**src/sv/bqd_pkg.sv**
```systemverilog
`timescale 1ns / 1ps

package bqd_pkg;

    // coefficient format and configuration port
    localparam int COEF_W     = 19;
    localparam int CFG_IDX_W  = 3;
    localparam int CFG_DATA_W = 19;

    // configuration register indexes
    localparam logic [CFG_IDX_W-1:0] CFG_FILTER_ON = 3'd0;
    localparam logic [CFG_IDX_W-1:0] CFG_COEF_B0   = 3'd1;
    localparam logic [CFG_IDX_W-1:0] CFG_COEF_B1   = 3'd2;
    localparam logic [CFG_IDX_W-1:0] CFG_COEF_B2   = 3'd3;
    localparam logic [CFG_IDX_W-1:0] CFG_COEF_A1   = 3'd4;
    localparam logic [CFG_IDX_W-1:0] CFG_COEF_A2   = 3'd5;

    // program counter
    localparam int STEP_W = 3;
    typedef logic [STEP_W-1:0] step_t;
    localparam step_t STEP_WAIT = 3'd0;
    localparam step_t STEP_OUT  = 3'd6;

    typedef enum logic [1:0] {
        ACC_HOLD,
        ACC_LOAD,
        ACC_ADD
    } acc_op_t;

    typedef enum logic [2:0] {
        CS_A1,
        CS_A2,
        CS_B0,
        CS_B1,
        CS_B2
    } coef_sel_t;

    typedef enum logic [1:0] {
        OS_D1,
        OS_D2,
        OS_W
    } opnd_sel_t;

    typedef enum logic [1:0] {
        JMP_NEXT,
        JMP_INPUT,
        JMP_OUTPUT
    } jump_t;

    // one microcode word
    typedef struct packed {
        acc_op_t   acc_op;
        coef_sel_t coef_sel;
        opnd_sel_t opnd_sel;
        logic      w_we;
        jump_t     jump;
        step_t     target;
    } uword_t;

    // datapath control from the sequencer
    typedef struct packed {
        acc_op_t   acc_op;
        coef_sel_t coef_sel;
        opnd_sel_t opnd_sel;
        logic      w_we;
        logic      load_x;
        logic      commit;
    } ctrl_t;

    // microcode rom
    function automatic uword_t ucode(input step_t step);
        uword_t uw;
        uw = '{acc_op: ACC_HOLD, coef_sel: CS_A1, opnd_sel: OS_D1, w_we: 1'b0,
               jump: JMP_NEXT, target: STEP_WAIT};
        unique case (step)
            // wait for a word, bypass goes straight to the output step
            3'd0: begin
                uw.jump   = JMP_INPUT;
                uw.target = STEP_OUT;
            end
            // acc = half + a1*d1
            3'd1: begin
                uw.acc_op   = ACC_LOAD;
                uw.coef_sel = CS_A1;
                uw.opnd_sel = OS_D1;
            end
            // acc += a2*d2
            3'd2: begin
                uw.acc_op   = ACC_ADD;
                uw.coef_sel = CS_A2;
                uw.opnd_sel = OS_D2;
            end
            // latch w, acc = half + b1*d1
            3'd3: begin
                uw.acc_op   = ACC_LOAD;
                uw.coef_sel = CS_B1;
                uw.opnd_sel = OS_D1;
                uw.w_we     = 1'b1;
            end
            // acc += b2*d2
            3'd4: begin
                uw.acc_op   = ACC_ADD;
                uw.coef_sel = CS_B2;
                uw.opnd_sel = OS_D2;
            end
            // acc += b0*w
            3'd5: begin
                uw.acc_op   = ACC_ADD;
                uw.coef_sel = CS_B0;
                uw.opnd_sel = OS_W;
            end
            // saturate into the output register and shift delays, or pass x with the filter off
            3'd6: begin
                uw.jump   = JMP_OUTPUT;
                uw.target = STEP_WAIT;
            end
            default: begin
                uw.jump   = JMP_OUTPUT;
                uw.target = STEP_WAIT;
            end
        endcase
        return uw;
    endfunction

endpackage

```
**src/sv/second_order_lowpass_biquad_unit.sv**
```systemverilog
`timescale 1ns / 1ps

// Direct form II biquad low-pass filter with five programmable Q2.16
// coefficients (b0, b1, b2, a1, a2) and a filter enable. Each input word is
// one signed sample and gives one output word. One shared multiply-accumulate
// unit, stepped by a small microcode program, forms w = x - a1*d1 - a2*d2
// (replaced by x when it leaves the state range) and y = b0*w + b1*d1 + b2*d2,
// each sum rounded half up and y saturated to the sample range. A filtered
// word reaches the output register after five multiply-accumulate steps and
// then the commit step; the next word is accepted only once the program is
// back in its wait step, so the seven program steps run for each word. With
// the filter off an accepted word goes straight to the commit step and the
// delays hold. The output register lets the next word be accepted while a
// result waits for m_ready; a second result stalls in the commit step until
// the first one leaves. Configuration writes are taken at any time but must
// only be issued while the block is idle; indexes beyond the register list
// are ignored.
module second_order_lowpass_biquad_unit #(
    parameter int SAMPLE_WIDTH   = 16,
    parameter int COEF_FRAC_BITS = 16,
    parameter int STATE_WIDTH    = 32
) (
    input  logic                                 aclk,
    input  logic                                 aresetn,
    // input samples
    input  logic                                 s_valid,
    output logic                                 s_ready,
    input  logic signed [SAMPLE_WIDTH-1:0]       s_sample_in,
    // filtered samples
    output logic                                 m_valid,
    input  logic                                 m_ready,
    output logic signed [SAMPLE_WIDTH-1:0]       m_filtered_out,
    // register writes
    input  logic                                 cfg_valid,
    output logic                                 cfg_ready,
    input  logic [bqd_pkg::CFG_IDX_W-1:0]        cfg_index,
    input  logic [bqd_pkg::CFG_DATA_W-1:0]       cfg_data
);

    logic                               filter_on_reg;
    logic signed [bqd_pkg::COEF_W-1:0]  coef_b0_reg;
    logic signed [bqd_pkg::COEF_W-1:0]  coef_b1_reg;
    logic signed [bqd_pkg::COEF_W-1:0]  coef_b2_reg;
    logic signed [bqd_pkg::COEF_W-1:0]  coef_a1_reg;
    logic signed [bqd_pkg::COEF_W-1:0]  coef_a2_reg;

    bqd_pkg::ctrl_t ctrl;
    logic           out_free;

    assign cfg_ready = 1'b1;

    // configuration registers
    always_ff @(posedge aclk) begin
        if (!aresetn) begin
            filter_on_reg <= 1'b0;
            coef_b0_reg   <= '0;
            coef_b1_reg   <= '0;
            coef_b2_reg   <= '0;
            coef_a1_reg   <= '0;
            coef_a2_reg   <= '0;
        end else if (cfg_valid) begin
            unique case (cfg_index)
                bqd_pkg::CFG_FILTER_ON: filter_on_reg <= cfg_data[0];
                bqd_pkg::CFG_COEF_B0:   coef_b0_reg   <= cfg_data[bqd_pkg::COEF_W-1:0];
                bqd_pkg::CFG_COEF_B1:   coef_b1_reg   <= cfg_data[bqd_pkg::COEF_W-1:0];
                bqd_pkg::CFG_COEF_B2:   coef_b2_reg   <= cfg_data[bqd_pkg::COEF_W-1:0];
                bqd_pkg::CFG_COEF_A1:   coef_a1_reg   <= cfg_data[bqd_pkg::COEF_W-1:0];
                bqd_pkg::CFG_COEF_A2:   coef_a2_reg   <= cfg_data[bqd_pkg::COEF_W-1:0];
                default: begin
                end
            endcase
        end
    end

    // microcode sequencer
    bqd_seq u_seq (
        .aclk      (aclk),
        .aresetn   (aresetn),
        .s_valid   (s_valid),
        .s_ready   (s_ready),
        .filter_on (filter_on_reg),
        .out_free  (out_free),
        .ctrl      (ctrl)
    );

    // multiply-accumulate datapath
    bqd_dp #(
        .SAMPLE_WIDTH   (SAMPLE_WIDTH),
        .COEF_FRAC_BITS (COEF_FRAC_BITS),
        .STATE_WIDTH    (STATE_WIDTH)
    ) u_dp (
        .aclk         (aclk),
        .aresetn      (aresetn),
        .ctrl         (ctrl),
        .filter_on    (filter_on_reg),
        .coef_b0      (coef_b0_reg),
        .coef_b1      (coef_b1_reg),
        .coef_b2      (coef_b2_reg),
        .coef_a1      (coef_a1_reg),
        .coef_a2      (coef_a2_reg),
        .sample_in    (s_sample_in),
        .out_free     (out_free),
        .out_valid    (m_valid),
        .out_ready    (m_ready),
        .filtered_out (m_filtered_out)
    );

endmodule

```
**src/sv/bqd_seq.sv**
```systemverilog
`timescale 1ns / 1ps

module bqd_seq (
    input  logic           aclk,
    input  logic           aresetn,
    input  logic           s_valid,
    output logic           s_ready,
    input  logic           filter_on,
    input  logic           out_free,
    output bqd_pkg::ctrl_t ctrl
);

    bqd_pkg::step_t  step_reg;
    bqd_pkg::step_t  step_next;
    bqd_pkg::uword_t uw;

    // step counter
    always_ff @(posedge aclk) begin
        if (!aresetn) begin
            step_reg <= bqd_pkg::STEP_WAIT;
        end else begin
            step_reg <= step_next;
        end
    end

    // rom lookup, jumps and control decode
    always_comb begin
        uw            = bqd_pkg::ucode(step_reg);
        step_next     = step_reg + bqd_pkg::step_t'(1);
        ctrl.acc_op   = uw.acc_op;
        ctrl.coef_sel = uw.coef_sel;
        ctrl.opnd_sel = uw.opnd_sel;
        ctrl.w_we     = uw.w_we;
        ctrl.load_x   = 1'b0;
        ctrl.commit   = 1'b0;
        s_ready       = 1'b0;
        unique case (uw.jump)
            bqd_pkg::JMP_INPUT: begin
                s_ready = 1'b1;
                if (s_valid) begin
                    ctrl.load_x = 1'b1;
                    if (!filter_on) begin
                        step_next = uw.target;
                    end
                end else begin
                    step_next = step_reg;
                end
            end
            bqd_pkg::JMP_OUTPUT: begin
                if (out_free) begin
                    ctrl.commit = 1'b1;
                    step_next   = uw.target;
                end else begin
                    step_next = step_reg;
                end
            end
            default: begin
                step_next = step_reg + bqd_pkg::step_t'(1);
            end
        endcase
    end

endmodule

```
**src/sv/bqd_dp.sv**
```systemverilog
`timescale 1ns / 1ps

module bqd_dp #(
    parameter int SAMPLE_WIDTH   = 16,
    parameter int COEF_FRAC_BITS = 16,
    parameter int STATE_WIDTH    = 32
) (
    input  logic                                    aclk,
    input  logic                                    aresetn,
    input  bqd_pkg::ctrl_t                          ctrl,
    input  logic                                    filter_on,
    input  logic signed [bqd_pkg::COEF_W-1:0]       coef_b0,
    input  logic signed [bqd_pkg::COEF_W-1:0]       coef_b1,
    input  logic signed [bqd_pkg::COEF_W-1:0]       coef_b2,
    input  logic signed [bqd_pkg::COEF_W-1:0]       coef_a1,
    input  logic signed [bqd_pkg::COEF_W-1:0]       coef_a2,
    input  logic signed [SAMPLE_WIDTH-1:0]          sample_in,
    output logic                                    out_free,
    output logic                                    out_valid,
    input  logic                                    out_ready,
    output logic signed [SAMPLE_WIDTH-1:0]          filtered_out
);

    localparam int PROD_W = bqd_pkg::COEF_W + STATE_WIDTH;
    localparam int ACC_W  = PROD_W + 2;
    localparam logic signed [ACC_W-1:0] HALF = ACC_W'(1) <<< (COEF_FRAC_BITS - 1);
    localparam logic signed [SAMPLE_WIDTH-1:0] SMAX = {1'b0, {(SAMPLE_WIDTH-1){1'b1}}};
    localparam logic signed [SAMPLE_WIDTH-1:0] SMIN = {1'b1, {(SAMPLE_WIDTH-1){1'b0}}};

    logic signed [SAMPLE_WIDTH-1:0]   x_reg;
    logic signed [STATE_WIDTH-1:0]    d1_reg;
    logic signed [STATE_WIDTH-1:0]    d2_reg;
    logic signed [STATE_WIDTH-1:0]    w_reg;
    logic signed [ACC_W-1:0]          acc_reg;
    logic signed [ACC_W-1:0]          acc_next;
    logic signed [SAMPLE_WIDTH-1:0]   out_reg;
    logic                             out_valid_reg;

    logic signed [bqd_pkg::COEF_W-1:0] coef_mux;
    logic signed [STATE_WIDTH-1:0]     opnd_mux;
    logic signed [PROD_W-1:0]          prod;
    logic signed [ACC_W-1:0]           q;
    logic signed [ACC_W:0]             w_full;
    logic                              w_fits;
    logic signed [STATE_WIDTH-1:0]     w_next;
    logic                              y_fits;
    logic signed [SAMPLE_WIDTH-1:0]    y_sat;

    // operand selection and the shared multiplier
    always_comb begin
        unique case (ctrl.coef_sel)
            bqd_pkg::CS_A1: coef_mux = coef_a1;
            bqd_pkg::CS_A2: coef_mux = coef_a2;
            bqd_pkg::CS_B0: coef_mux = coef_b0;
            bqd_pkg::CS_B1: coef_mux = coef_b1;
            bqd_pkg::CS_B2: coef_mux = coef_b2;
            default:        coef_mux = coef_a1;
        endcase
        unique case (ctrl.opnd_sel)
            bqd_pkg::OS_D1: opnd_mux = d1_reg;
            bqd_pkg::OS_D2: opnd_mux = d2_reg;
            bqd_pkg::OS_W:  opnd_mux = w_reg;
            default:        opnd_mux = d1_reg;
        endcase
        prod = PROD_W'(coef_mux) * PROD_W'(opnd_mux);
    end

    // accumulator update
    always_comb begin
        unique case (ctrl.acc_op)
            bqd_pkg::ACC_LOAD: acc_next = HALF + ACC_W'(prod);
            bqd_pkg::ACC_ADD:  acc_next = acc_reg + ACC_W'(prod);
            default:           acc_next = acc_reg;
        endcase
    end

    // rounded sum, new delay value with range guard, output saturation
    always_comb begin
        q      = acc_reg >>> COEF_FRAC_BITS;
        w_full = (ACC_W + 1)'(x_reg) - (ACC_W + 1)'(q);
        w_fits = (&w_full[ACC_W:STATE_WIDTH-1]) | ~(|w_full[ACC_W:STATE_WIDTH-1]);
        w_next = w_fits ? w_full[STATE_WIDTH-1:0] : STATE_WIDTH'(x_reg);
        y_fits = (&q[ACC_W-1:SAMPLE_WIDTH-1]) | ~(|q[ACC_W-1:SAMPLE_WIDTH-1]);
        if (y_fits) begin
            y_sat = q[SAMPLE_WIDTH-1:0];
        end else if (q[ACC_W-1]) begin
            y_sat = SMIN;
        end else begin
            y_sat = SMAX;
        end
    end

    // payload registers
    always_ff @(posedge aclk) begin
        acc_reg <= acc_next;
        if (ctrl.load_x) begin
            x_reg <= sample_in;
        end
        if (ctrl.w_we) begin
            w_reg <= w_next;
        end
        if (ctrl.commit) begin
            out_reg <= filter_on ? y_sat : x_reg;
        end
    end

    // delay line, cleared by reset
    always_ff @(posedge aclk) begin
        if (!aresetn) begin
            d1_reg <= '0;
            d2_reg <= '0;
        end else if (ctrl.commit && filter_on) begin
            d2_reg <= d1_reg;
            d1_reg <= w_reg;
        end
    end

    // output word valid
    always_ff @(posedge aclk) begin
        if (!aresetn) begin
            out_valid_reg <= 1'b0;
        end else if (ctrl.commit) begin
            out_valid_reg <= 1'b1;
        end else if (out_ready) begin
            out_valid_reg <= 1'b0;
        end
    end

    assign out_free     = !out_valid_reg || out_ready;
    assign out_valid    = out_valid_reg;
    assign filtered_out = out_reg;

endmodule

```
**config.mk**
```make
export PLATFORM = sky130hd
export DESIGN_NAME = second_order_lowpass_biquad_unit
export DESIGN_NICKNAME = d
export VERILOG_FILES = /design/src/sv/bqd_pkg.sv /design/src/sv/second_order_lowpass_biquad_unit.sv /design/src/sv/bqd_seq.sv /design/src/sv/bqd_dp.sv
export SDC_FILE = /design/constraint.sdc
export NUM_CORES = 2
export LEC_CHECK = 0
export ABC_AREA = 0
export BUFFER_PORTS_ARGS = -buffer_cell sky130_fd_sc_hd__buf_2
export CAP_MARGIN = 10
export CELL_PAD_IN_SITES_DETAIL_PLACEMENT = 2
export CELL_PAD_IN_SITES_GLOBAL_PLACEMENT = 2
export CORE_UTILIZATION = 38
export CTS_BUF_LIST = sky130_fd_sc_hd__clkbuf_4 sky130_fd_sc_hd__clkbuf_8
export DETAILED_ROUTE_END_ITERATION = 8
export GPL_ROUTABILITY_DRIVEN = 0
export PLACE_DENSITY = 0.81
export SETUP_SLACK_MARGIN = 0.2
export SKIP_CTS_REPAIR_TIMING = 1
export SYNTH_ARGS = -nofsm -noshare
export SYNTH_HDL_FRONTEND = slang
export SYNTH_SLANG_ARGS = --single-unit
export TNS_END_PERCENT = 10
```
**constraint.sdc**
```tcl
create_clock -name aclk -period 10.4 [get_ports aclk]
set_clock_uncertainty 0.15 [all_clocks]
set_input_delay 2.6 -clock aclk [delete_from_list [all_inputs] [get_ports aclk]]
set_output_delay 2.6 -clock aclk [all_outputs]
set_load 0.05 [all_outputs]
```
==> results.py, run 1 <==
metrics = {
    "status": {
        "status": "aborted with a tool error",
        "haltStage": "global routing",
        "firstError": "[ERROR GRT-0232] Routing congestion too high. Check the congestion heatmap in the GUI.",
    },
    "cts": {
        "htree_levels": 2,
        "clockBufferDepth": 3,
        "cts.sink_count": 281,
        "numCtsBuffers": 57,
        "cts_root_buf": "clkbuf_8",
    },
    "synthesis": {
        "synth.top_cells.by_area": "fa_1 (30%), edfxtp_1 (9.0%), dfxtp_1 (8.4%)",
        "avgSynthCellArea_sq_um": 8.55,
        "netlist.area_leader.share": 0.303,
        "ys_seq_elements": 281,
        "synth_fp_nets": 5453,
        "ys_seq_area_frac": 0.174,
        "yosysWarnings": 0,
        "ys_async_sr_fraction": 0,
        "synth_cell_types": 89,
        "synth_top_area_cell": "fa_1",
        "postSynthCellCount": 4576,
        "synthesis.area_sq_mm": 0.0391,
        "synth-edff-count": 117,
        "synth_flop_cell": "dfxtp_1",
    },
    "die": {
        "rows": 117,
        "initial_utilization": 0.384,
        "boundaryPins": 62,
        "die_h_um": 323,
        "fp.dieW_um": 323,
    },
    "timing": {
        "crit_endpoint": "u_dp.acc_reg[51]$_DFFE_PP_/D",
        "worstEndpointType": "sequential cell input",
    },
    "grt": {
        "grt_overflow": 1019,
        "grt_max_degree": 84,
        "grtUsageTotal": 0.707,
    },
    "placed_design": {
        "port_buffers": 60,
        "dp_slack_ns": -1.64,
        "dp_cells": 6443,
        "dpl.hpwl_um": 169000,
    },
}
[routing by layer]
metal | GRT usage | overflow
met5 | 0.206 | 1
met4 | 0.750 | 343
met3 | 0.489 | 14
met1 | 0.687 | 6
met2 | 0.929 | 655
[kinds of logic after synthesis]
family / share of synthesized area
xor+xnor: 0.0318
mux: 0.0138
buf+inv: 0.0819
simple gates: 0.174
fa+ha+maj: 0.380
other cells: 0.0000959
flops: 0.174
compound gates: 0.144
[through the flow]
step,instance area [sq um],TNS [ns]
4_1_cts,47300,-42.21
3_5_place_dp,46000,-30.04
3_3_place_gp,46000,-5.25
2_1_floorplan,39300,0
[cell usage after synthesis (21+ instances only)]
library cell,n
a211oi_1,21
edfxtp_1,117
fa_1,592
a21boi_0,163
nand2_1,851
nor2_1,388
o21ai_1,32
mux2i_1,26
and4_1,22
nand4_1,58
xor2_1,59
and2_1,32
clkbuf_1,194
ha_1,242
a22oi_1,57
a21oi_1,181
o21a_1,50
inv_1,626
xnor2_1,83
a31oi_1,30
nand2b_1,24
dfxtp_1,164
and3_1,28
nand3_1,50
a21o_1,82
o21ai_0,97
nor3_1,43
==> inputs of run 2 (changes only) <==
--- a/config.mk
+++ b/config.mk
@@ -8,14 +8,10 @@
 export ABC_AREA = 0
 export BUFFER_PORTS_ARGS = -buffer_cell sky130_fd_sc_hd__buf_2
 export CAP_MARGIN = 10
-export CELL_PAD_IN_SITES_DETAIL_PLACEMENT = 2
-export CELL_PAD_IN_SITES_GLOBAL_PLACEMENT = 2
-export CORE_UTILIZATION = 38
-export CTS_BUF_LIST = sky130_fd_sc_hd__clkbuf_4 sky130_fd_sc_hd__clkbuf_8
+export CORE_UTILIZATION = 25
 export DETAILED_ROUTE_END_ITERATION = 8
 export GPL_ROUTABILITY_DRIVEN = 0
-export PLACE_DENSITY = 0.81
-export SETUP_SLACK_MARGIN = 0.2
+export PLACE_DENSITY_LB_ADDON = 0.15
 export SKIP_CTS_REPAIR_TIMING = 1
 export SYNTH_ARGS = -nofsm -noshare
 export SYNTH_HDL_FRONTEND = slang
==> constraint.sdc (replaced) <==
create_clock -name aclk -period 13.5 [get_ports aclk]
set_clock_uncertainty 0.15 [all_clocks]
set_input_delay 3.375 -clock aclk [delete_from_list [all_inputs] [get_ports aclk]]
set_output_delay 3.375 -clock aclk [all_outputs]
set_load 0.05 [all_outputs]
==> results.py, run 2 <==
metrics = {
    "synthesis": {
        "synth.top_cells.by_area": "fa_1 (30%), edfxtp_1 (9.0%), dfxtp_1 (8.4%)",
        "ys_seq_elements": 281,
        "synth_fp_nets": 5453,
        "yosysMostFrequentCell": "nand2_1",
        "postSynthCellCount": 4576,
        "synthesis.area_sq_mm": 0.0391,
        "synth_cell_types": 89,
        "synth_flop_cell": "dfxtp_1",
        "avgSynthCellArea_sq_um": 8.55,
        "synth-edff-count": 117,
        "synth_top_area_cell": "fa_1",
        "ys_async_sr_fraction": 0,
        "ys_seq_area_frac": 0.174,
        "yosys-top-cells-count": "nand2_1 (851), inv_1 (626), fa_1 (592), nor2_1 (388), ha_1 (242)",
        "yosysWarnings": 0,
        "netlist.area_leader.share": 0.303,
    },
    "power_and_ir_drop": {
        "vdd_ir_drop_max_uv": 145,
        "power.density_mw_per_mm2": 113,
        "leakagePower_nw": 19.1,
    },
    "layout": {
        "area_growth_pct": 11.1,
        "layout_commonest_cell": "nand2_1",
        "fin_area_sq_mm": 0.0435,
        "final_cell_mix": "nand2_1 (850), inv_1 (625), fa_1 (592), nor2_1 (385), ha_1 (239)",
        "largest_reg_flops": 53,
        "layout-drive-gt1-share": 0.0641,
        "nets": 5451,
    },
    "cts": {
        "numCtsBuffers": 40,
        "cts.sink_count": 281,
        "clkLatencyLatePin_ns": 0.61,
        "tritoncts": "yes",
        "path_clk_slew_ns": 0.06,
        "cts_root_buf": "clkbuf_16",
        "htree_levels": 2,
        "clockBufferDepth": 3,
    },
    "worst_setup_path": {
        "endpoint_kind": "flop",
        "cp_common_cell": "fa_1",
        "start_kind": "flop",
        "rrSetupSlack_ns": 0.70,
        "rr_startpoint": "u_seq.step_reg[1]$_SDFFE_PN0P_",
        "cpPeakStageDelay_ns": 1.02,
        "reg2reg_to": "u_dp.acc_reg[51]$_DFFE_PP_",
        "cpMaxStageDelayCell": "a2111oi_0",
        "required_ns": 13.68,
        "r2r_cells": 36,
        "crit_type": "reg2reg",
        "arrival_ns": 12.99,
        "worstPathMaxFanout": 19,
    },
    "die": {
        "die_h_um": 398,
        "initial_utilization": 0.253,
        "rows": 144,
        "boundaryPins": 62,
        "die-area_sq_mm": 0.158,
        "fp.dieW_um": 398,
        "core_area_sq_mm": 0.155,
    },
    "timing": {
        "final-max-slew-violation-count": 0,
        "fin_setup_tns_ns": 0,
        "final_hold_viol_count": 0,
        "setup_viol": 0,
        "whs_ns": 0.314,
        "fin_crit_ns": 12.80,
        "fin_crit_sh": 0.948,
        "slew_headroom": 0.121,
        "grt_setup_unrepaired": "no",
        "fmaxAchievable_mhz": 78.1,
        "worst_slew_pin_slew_ns": 1.28,
        "setup_ws_ns": 0.696,
    },
    "grt": {
        "grtUsageTotal": 0.186,
        "grt_max_degree": 89,
        "grt_overflow": 0,
        "grt_pass1_vias": 33000,
        "grt_pass1_wl_um": 221000,
        "antenna_found_initial": 2,
    },
    "routing": {
        "first_iter_violations": 2174,
        "postRouteAntennaNets": 0,
        "wl_um": 146000,
        "drt-wirelength-per-cell_um": 22.0,
        "via_count": 31900,
        "drc": 0,
        "dr.pass1.iters": 5,
        "avgViaCountPerCell": 4.79,
    },
    "placed_design": {
        "placed_cell_area_sq_mm": 0.0421,
        "port_buffers": 60,
        "dpl.hpwl_um": 116000,
        "dp_slack_ns": 0.847,
    },
    "hold_path": {
        "hold_path_startpoint": "coef_b0_reg[15]$_SDFFE_PN0P_",
        "holdPathEnd": "coef_b0_reg[15]$_SDFFE_PN0P_",
        "hold_depth": 2,
        "hp-class": "reg2reg",
    },
    "status": {
        "status": "completed",
    },
    "flow_run": {
        "drv_cap": 0,
    },
}
==> run 2: cell counts after synthesis <==
No cell type changed its count.
==> run 2: critical path: cells and delay by family (launching register included) <==
| kind | cells | cell delay (ns) |
|---|---|---|
| compound gates | 15 | 4.78 |
| xor+xnor | 2 | 0.62 |
| fa+ha+maj | 11 | 4.76 |
| buf+inv | 4 | 1.08 |
| flops | 1 | 0.38 |
| simple gates | 4 | 0.63 |
==> run 2: final cells by class <==
class	instances	area (sq um)
Clock inverter	20	284
Tap cell	2044	2560
Inverter	627	2350
Sequential cell	281	6800
Multi-Input combinational cell	3449	29200
Timing Repair Buffer	175	1170
Fill cell	16600	111000
Clock buffer	52	1110
Antenna cell	1	2.50
==> run 2: power breakdown <==
group / switching, mW / internal, mW / total (mW)
clock network: 0.454 / 0.695 / 1.15
logic: 1.67 / 0.798 / 2.46
registers: 0.156 / 1.14 / 1.30
total: 2.28 / 2.64 / 4.91
==> run 2: routing by layer <==
metal  vias to the layer above  GRT usage  routed length, um
li1                      14900          -                  -
met1                     16100      0.267              70200
met4                         0     0.0459               3450
met5                         -          0                  0
met3                       132     0.0270               7690
met2                       759      0.292              64800
==> run 2: worst max-delay path by stage <==
stage | from | end | slack (ns) | depth (start not counted)
after floorplan | u_seq.step_reg[2]$_SDFFE_PN0P_ | u_dp.acc_reg[51]$_DFFE_PP_ | 2.00 | 42
after global placement | u_seq.step_reg[0]$_SDFFE_PN0P_ | u_dp.acc_reg[51]$_DFFE_PP_ | 0.78 | 36
after detailed placement | u_seq.step_reg[1]$_SDFFE_PN0P_ | u_dp.acc_reg[51]$_DFFE_PP_ | 0.85 | 35
after CTS | u_seq.step_reg[1]$_SDFFE_PN0P_ | u_dp.acc_reg[51]$_DFFE_PP_ | 0.72 | 36
after global routing | u_seq.step_reg[2]$_SDFFE_PN0P_ | u_dp.acc_reg[51]$_DFFE_PP_ | 0.03 | 36
final | u_seq.step_reg[1]$_SDFFE_PN0P_ | u_dp.acc_reg[51]$_DFFE_PP_ | 0.70 | 36
==> run 2: cell families after synthesis <==
| logic type | after synthesis | share of synthesized area |
|---|---|---|
| other | 1 | 0.0000959 |
| flip-flops | 281 | 0.174 |
| AND/OR/NAND/NOR | 1578 | 0.174 |
| buffers and inverters | 846 | 0.0819 |
| AO/OA/AOI/OAI | 843 | 0.144 |
| XOR/XNOR | 142 | 0.0318 |
| adder cells (fa/ha/maj) | 834 | 0.380 |
| multiplexers | 51 | 0.0138 |
==> run 2: per-stage QoR <==
step | total power, mW | utilization | std cells
6_report | 4.91 | 0.281 | 6649
3_3_place_gp | 3.79 | 0.272 | 6576
5_1_grt | 5.22 | 0.281 | 6648
3_5_place_dp | 3.78 | 0.272 | 6576
4_1_cts | 4.96 | 0.281 | 6648
2_1_floorplan | 2.91 | - | 4576
Note: power is estimated with default switching activity, not from simulation.
